==> config.mk <==
export PLATFORM = sky130hd
export DESIGN_NAME = eslc_lru_scan
export DESIGN_NICKNAME = d
export VERILOG_FILES = /design/src/sv/eslc_pkg.sv /design/src/sv/eslc_lru_scan.sv
export SDC_FILE = /design/constraint.sdc
export NUM_CORES = 2
export LEC_CHECK = 0
export BUFFER_PORTS_ARGS = -buffer_cell sky130_fd_sc_hd__buf_2
export CORE_UTILIZATION = 25
export CTS_CLUSTER_SIZE = 25
export DETAILED_ROUTE_END_ITERATION = 6
export GPL_ROUTABILITY_DRIVEN = 0
export GPL_TIMING_DRIVEN = 0
export HOLD_SLACK_MARGIN = 0.12
export SLEW_MARGIN = 30
export SYNTH_ARGS = -nofsm -noshare
export SYNTH_HDL_FRONTEND = slang
export SYNTH_SLANG_ARGS = --single-unit
==> constraint.sdc <==
create_clock -name clk -period 18 [get_ports clk]
set_input_delay 1.8 -clock clk [delete_from_list [all_inputs] [get_ports clk]]
set_output_delay 1.8 -clock clk [all_outputs]
set_load 0.01 [all_outputs]
==> src/sv/eslc_pkg.sv <==
// ----------------------------------------------------------------------------
// eslc_pkg
// Shared sizes, codes and control structures of the expert slot LRU cache.
// ----------------------------------------------------------------------------
package eslc_pkg;

  // Sizes of the id space, the slot set and the time stamps.
  localparam int NUM_EXPERTS = 256;
  localparam int NUM_SLOTS   = 64;
  localparam int ID_W        = $clog2(NUM_EXPERTS);
  localparam int SLOT_W      = $clog2(NUM_SLOTS);
  localparam int NSLOT_W     = SLOT_W + 1;
  localparam int NEXP_W      = ID_W + 1;
  localparam int STAMP_W     = 32;
  localparam int TOTAL_W     = 32;

  // Result status codes.
  localparam logic [1:0] STATUS_OK      = 2'd0;
  localparam logic [1:0] STATUS_BAD_ID  = 2'd1;
  localparam logic [1:0] STATUS_NO_SLOT = 2'd2;

  // Configuration register indices.
  localparam logic REG_SLOTS   = 1'b0;
  localparam logic REG_EXPERTS = 1'b1;

  // Commands to the stamp store and victim search.
  typedef struct packed {
    logic               go;          // start a victim search
    logic               first;       // batch start: pins count as clear
    logic [NSLOT_W-1:0] nslots;      // usable slots, already clamped
    logic               touch;       // stamp and pin one slot
    logic [SLOT_W-1:0]  touch_slot;
    logic [STAMP_W-1:0] touch_stamp;
    logic               clear_pins;  // drop all pins before pinning
  } scan_cmd_t;

  // Outcome of a victim search.
  typedef struct packed {
    logic              done;
    logic              found;
    logic [SLOT_W-1:0] victim;
  } scan_res_t;

endpackage

==> src/sv/eslc_lru_scan.sv <==
// ----------------------------------------------------------------------------
// eslc_lru_scan
// Holds the per-slot time stamps in a synchronous memory together with the
// slot pin marks, and searches for the least recently used unpinned slot by
// reading one stamp per cycle.
// ----------------------------------------------------------------------------
module eslc_lru_scan
  import eslc_pkg::*;
(
  input  logic      clk,
  input  logic      rst_n,
  input  scan_cmd_t cmd,
  output scan_res_t res
);

  typedef enum logic [1:0] {SC_IDLE, SC_RUN, SC_DRAIN} sc_state_t;

  sc_state_t          st_r;
  logic [NSLOT_W-1:0] cnt_r;
  logic [NSLOT_W-1:0] nsl_r;
  logic               first_r;
  logic               chk_vld_r;
  logic [SLOT_W-1:0]  chk_idx_r;
  logic               found_r;
  logic [SLOT_W-1:0]  best_idx_r;
  logic [STAMP_W-1:0] best_stamp_r;
  logic               done_r;

  logic [NUM_SLOTS-1:0] stamp_vld_r;
  logic [NUM_SLOTS-1:0] pin_r;
  logic [NUM_SLOTS-1:0] pin_nxt;

  logic [STAMP_W-1:0] stamp_mem [NUM_SLOTS];
  logic [STAMP_W-1:0] stamp_rdata_r;

  logic [STAMP_W-1:0] cur_stamp;
  logic               cur_pinned;
  logic               better;

  // Stamp memory: one write port for touches, one read port for the search.
  always_ff @(posedge clk) begin
    if (cmd.touch) begin
      stamp_mem[cmd.touch_slot] <= cmd.touch_stamp;
    end
    stamp_rdata_r <= stamp_mem[cnt_r[SLOT_W-1:0]];
  end

  // A slot never stamped reads as zero.
  always_comb begin
    cur_stamp  = stamp_vld_r[chk_idx_r] ? stamp_rdata_r : '0;
    cur_pinned = first_r ? 1'b0 : pin_r[chk_idx_r];
    better     = !cur_pinned && (!found_r || (cur_stamp < best_stamp_r));
  end

  // Pin marks after a touch.
  always_comb begin
    pin_nxt = cmd.clear_pins ? '0 : pin_r;
    pin_nxt[cmd.touch_slot] = 1'b1;
  end

  // Valid bits and pins.
  always_ff @(posedge clk) begin
    if (!rst_n) begin
      stamp_vld_r <= '0;
      pin_r       <= '0;
    end else if (cmd.touch) begin
      stamp_vld_r[cmd.touch_slot] <= 1'b1;
      pin_r <= pin_nxt;
    end
  end

  // Search sequencer: issue one read a cycle, compare the stamp in the cycle after.
  always_ff @(posedge clk) begin
    if (!rst_n) begin
      st_r      <= SC_IDLE;
      done_r    <= 1'b0;
      chk_vld_r <= 1'b0;
      found_r   <= 1'b0;
      cnt_r     <= '0;
    end else begin
      done_r <= 1'b0;
      unique case (st_r)
        SC_IDLE: begin
          chk_vld_r <= 1'b0;
          if (cmd.go) begin
            cnt_r   <= '0;
            found_r <= 1'b0;
            first_r <= cmd.first;
            nsl_r   <= cmd.nslots;
            if (cmd.nslots == '0) begin
              done_r <= 1'b1;
            end else begin
              st_r <= SC_RUN;
            end
          end
        end
        SC_RUN: begin
          chk_vld_r <= 1'b1;
          chk_idx_r <= cnt_r[SLOT_W-1:0];
          cnt_r     <= cnt_r + 1'b1;
          if (cnt_r == nsl_r - 1'b1) begin
            st_r <= SC_DRAIN;
          end
        end
        SC_DRAIN: begin
          chk_vld_r <= 1'b0;
          done_r    <= 1'b1;
          st_r      <= SC_IDLE;
        end
        default: begin
          st_r <= SC_IDLE;
        end
      endcase
      if (chk_vld_r && better) begin
        found_r <= 1'b1;
      end
    end
  end

  // Running minimum; the strict compare keeps the lowest index on ties.
  always_ff @(posedge clk) begin
    if (chk_vld_r && better) begin
      best_stamp_r <= cur_stamp;
      best_idx_r   <= chk_idx_r;
    end
  end

  assign res.done   = done_r;
  assign res.found  = found_r;
  assign res.victim = best_idx_r;

endmodule

==> run summary <==
======================================================================================
Status .................................................................. finished, final reports clean
Data arrival at the endpoint of the critical path .......................      7.24 ns
Largest stage delay, worst path .........................................      0.71 ns
Setup crit start kind ...................................................     register
Period Utilization, post-route ..........................................       37.16%
Max Clk Rate ............................................................    149.5 MHz
Y dimension of the die ..................................................     590.0 um
TritonCTS clock tree ....................................................         done
Routed vias .............................................................       42,641
Cell area after synthesis ...............................................   86,450 um2
Slowest CP cell ......................................................... sky130_fd_sc_hd__clkbuf_1
Power density over the cells ............................................ 106.6 nW/um2
CTS clk-pin slew, worst paths ...........................................      0.06 ns
Number of CTS-inserted buffers ..........................................          222
Area of the die .........................................................  348,100 um2
WL/cell .................................................................     27.11 um
Initial core utilization ................................................       25.17%
All-layer global routing usage ..........................................       13.81%
Number of placement rows ................................................          215
Final setup violation count .............................................            0
Resize count post-CTS ...................................................            0
Placed cell count .......................................................        8,575
Number of instances in the synthesized netlist ..........................        3,807
Io pins .................................................................           59
Element type at the critical path end ...................................     register
Post-CTS Repair Setup Buffers ...........................................            0
Maximum number of pins on one net before global-route repair ............           65
Fraction of synthesized cell area taken by the top area cell type .......       72.95%
Number of global-route vias before repair ...............................       42,925
Worst-case clock buffer depth ...........................................            3
Largest voltage drop on the vdd net .....................................     85.69 uV
Data required, critical path ............................................     18.55 ns
Unrepaired setup endpoints after global routing .........................           no
Avg Inst Size Synth .....................................................    22.71 um2
Maximum fanout along the worst path .....................................           20
Global route overflow ...................................................            0
Final layout net count ..................................................        4,326
Area of the core ........................................................  343,500 um2
Clk root buf ............................................................ sky130_fd_sc_hd__clkbuf_16
Remaining number of nets flagged by the antenna check after routing .....            0
Library cell occupying the most area in the post-synthesis netlist ...... sky130_fd_sc_hd__edfxtp_1
Most area-consuming cells after synthesis ............................... sky130_fd_sc_hd__edfxtp_1, sky130_fd_sc_hd__mux4_2, sky130_fd_sc_hd__dfxtp_1, sky130_fd_sc_hd__nor2_1, sky130_fd_sc_hd__clkbuf_1
Global-route wire length before repair ..................................   337,600 um
Max Slew Vio Count ......................................................            0
Synthesis Warnings ......................................................            0
Transition at the pin with the smallest max-transition slack ............     1.024 ns
Worst min-delay path category ........................................... register to register
Initial DRC Count .......................................................        5,937
Antenna violations before repair ........................................           42
Critical setup path kind ................................................ register to register
Final hold violation count ..............................................            0
Number of standard cells in the final layout excluding fillers ..........        9,012
Proportion of layout cells with a drive suffix above 1 ..................       31.66%
Post-synthesis net count ................................................        3,891
Max-Cap Viols ...........................................................            0
Post-detailed-routing wire length .......................................   244,300 um
Reg area ................................................................   66,500 um2
Min Clock Period, post-route ............................................     6.689 ns
Pre-Repair DR Iteration Count ...........................................            6
Per-cell via count in the routed design .................................        4.732
DRC violation count after routing .......................................            0
Rel. slew slack .........................................................       31.71%
Count of fill cells added during filler insertion .......................       32,692
Count of flip-flops with a built-in enable after synthesis ..............        2,100
Layout overhead on the synthesized area .................................       20.14%
Max H-tree Level ........................................................            4
Leading register cell type out of synthesis ............................. sky130_fd_sc_hd__edfxtp_1
Flops & latches, synth ..................................................        2,272
Footprint of the multi-input gates ......................................   19,420 um2
Cell-by-cell listing of the critical path ............................... buf_2 > clkbuf_1 > mux4_2 > mux2_2 > a21oi_1 > a211oi_2 > clkbuf_1 > and2_1 > ha_1 > a21oi_1 > o21ai_0 > a221o_1 > a211o_1 > a31o_2 > a211o_1 > a21oi_4 > buf_16 > buf_8
Share of flip-flops with an asynchronous set or reset ...................           0%
Count of buffers from port buffering ....................................           57
Clk_skew ................................................................   0.04431 ns
Number of distinct standard cells referenced by the synthesized netlist .           47
Fraction of the yosys area taken by sequential cells ....................       76.93%
CTS sink count ..........................................................        2,272
Insertion delay of the later-clocked pin in the worst-skew pair .........      0.88 ns
Hold buffers post-CTS ...................................................            0
Setup TNS after final layout ............................................         0 ns
Die outline width .......................................................     590.0 um
Detailed-placement wirelength estimate ..................................   166,400 um
Leak ....................................................................     31.30 nW
======================================================================================
-- flip-flops by register name, summed over array words and instances (netlist names) --
register,cells
done_r,1
first_r,1
chk_idx_r,6
stamp_mem,2048
pin_r,64
cnt_r,7
found_r,1
nsl_r,7
st_r,2
chk_vld_r,1
best_idx_r,6
best_stamp_r,32
stamp_vld_r,64
stamp_rdata_r,32
-- critical path, delay by kind of cell (launching register included) --
| family | cells | cell delay (ns) |
|---|---|---|
| compound gates | 9 | 2.84 |
| buf+inv | 5 | 2.05 |
| mux | 2 | 0.53 |
| flops | 1 | 0.40 |
| fa+ha+maj | 1 | 0.26 |
| simple gates | 1 | 0.25 |
-- layer usage --
layer	GRT usage, %	wire, um	vias up
met1	18.46	97570	23146
met5	0	168	-
met2	22.11	116100	2110
met4	4.762	8062	24
met3	3.094	22460	407
li1	-	-	16954
-- synthesized netlist by cell type (8+ instances only) --
cell                       number
sky130_fd_sc_hd__edfxtp_1    2100
sky130_fd_sc_hd__buf_2         33
sky130_fd_sc_hd__buf_4         19
sky130_fd_sc_hd__buf_1         30
sky130_fd_sc_hd__o21ai_0       15
sky130_fd_sc_hd__nand3_1       17
sky130_fd_sc_hd__inv_1         41
sky130_fd_sc_hd__dfxtp_1      172
sky130_fd_sc_hd__nor3_1        13
sky130_fd_sc_hd__mux4_2       701
sky130_fd_sc_hd__nand2_1       35
sky130_fd_sc_hd__nor2b_1        8
sky130_fd_sc_hd__clkbuf_1     113
sky130_fd_sc_hd__nor2_1       275
sky130_fd_sc_hd__ha_1          33
sky130_fd_sc_hd__and2_1        35
sky130_fd_sc_hd__a21oi_1       82
-- cell families (layout without fill, tap and decap cells) --
kind of cell | after synthesis | in the layout | synth area share [%]
flops | 2272 | 2272 | 76.93
mux | 710 | 710 | 18.37
simple gates | 410 | 410 | 2.041
buf+inv | 238 | 869 | 1.172
compound gates | 133 | 133 | 0.8959
fa+ha+maj | 33 | 33 | 0.4776
xor+xnor | 11 | 11 | 0.1114
other cells | 0 | 17 | 0
-- power by group --
part           internal, W  switching (W)
Clock              0.00259        0.00199
Sequential         0.00581      0.0000155
Combinational     0.000252       0.000403
Total              0.00866        0.00241
-- worst paths after layout --
check                                       startpoint                   endpoint  slack [ns]  cells after the start
worst max-delay path            chk_idx_r[2]$_DFFE_PP_  best_stamp_r[8]$_DFFE_PP_       11.31                     18
worst min-delay path             cnt_r[5]$_SDFFE_PN0P_     chk_idx_r[5]$_DFFE_PP_        0.44                      0
worst max register to register  chk_idx_r[2]$_DFFE_PP_  best_stamp_r[8]$_DFFE_PP_       11.31                     18
worst min register to register   cnt_r[5]$_SDFFE_PN0P_     chk_idx_r[5]$_DFFE_PP_        0.44                      0
-- final cells by class --
type	count	area share [%]
flip-flops and latches	2272	64.03
multi-input cells	1297	18.70
clock buffers	284	5.734
well taps	4557	5.490
repair buffers	211	3.807
clock inverters	136	1.167
plain buffers	196	0.8758
inverters	42	0.1518
diodes	17	0.04096
-- layout by cell type, fill, tap and decap left out, drive strengths merged, types with 7 or more instances in the layout --
cell type  count
bufinv        18
dfxtp        172
nand2b         7
ha            33
clkinvlp      10
clkbuf       397
xnor2          7
and2          35
o21ai         15
inv           53
nor3          13
a21oi         82
nor2         275
nand2         35
nand3         17
mux4         701
diode         17
buf          294
clkinv        97
nor2b          8
edfxtp      2100
-- through the flow --
step           hold WS (ns)  total power (W)  setup WS, ns  instance area [um2]  util, %
2_1_floorplan        0.4029         0.006281         11.88                86450        -
3_3_place_gp         0.4166         0.006567         8.693                92430    26.91
3_5_place_dp         0.4236         0.006598         11.55                96650    28.13
4_1_cts              0.4389          0.01113         11.54               103800    30.22
5_1_grt              0.4433          0.01135         11.16               103800    30.23
6_report             0.4391          0.01107         11.31               103900    30.23
No activity file was read; power rests on OpenSTA's default activity.
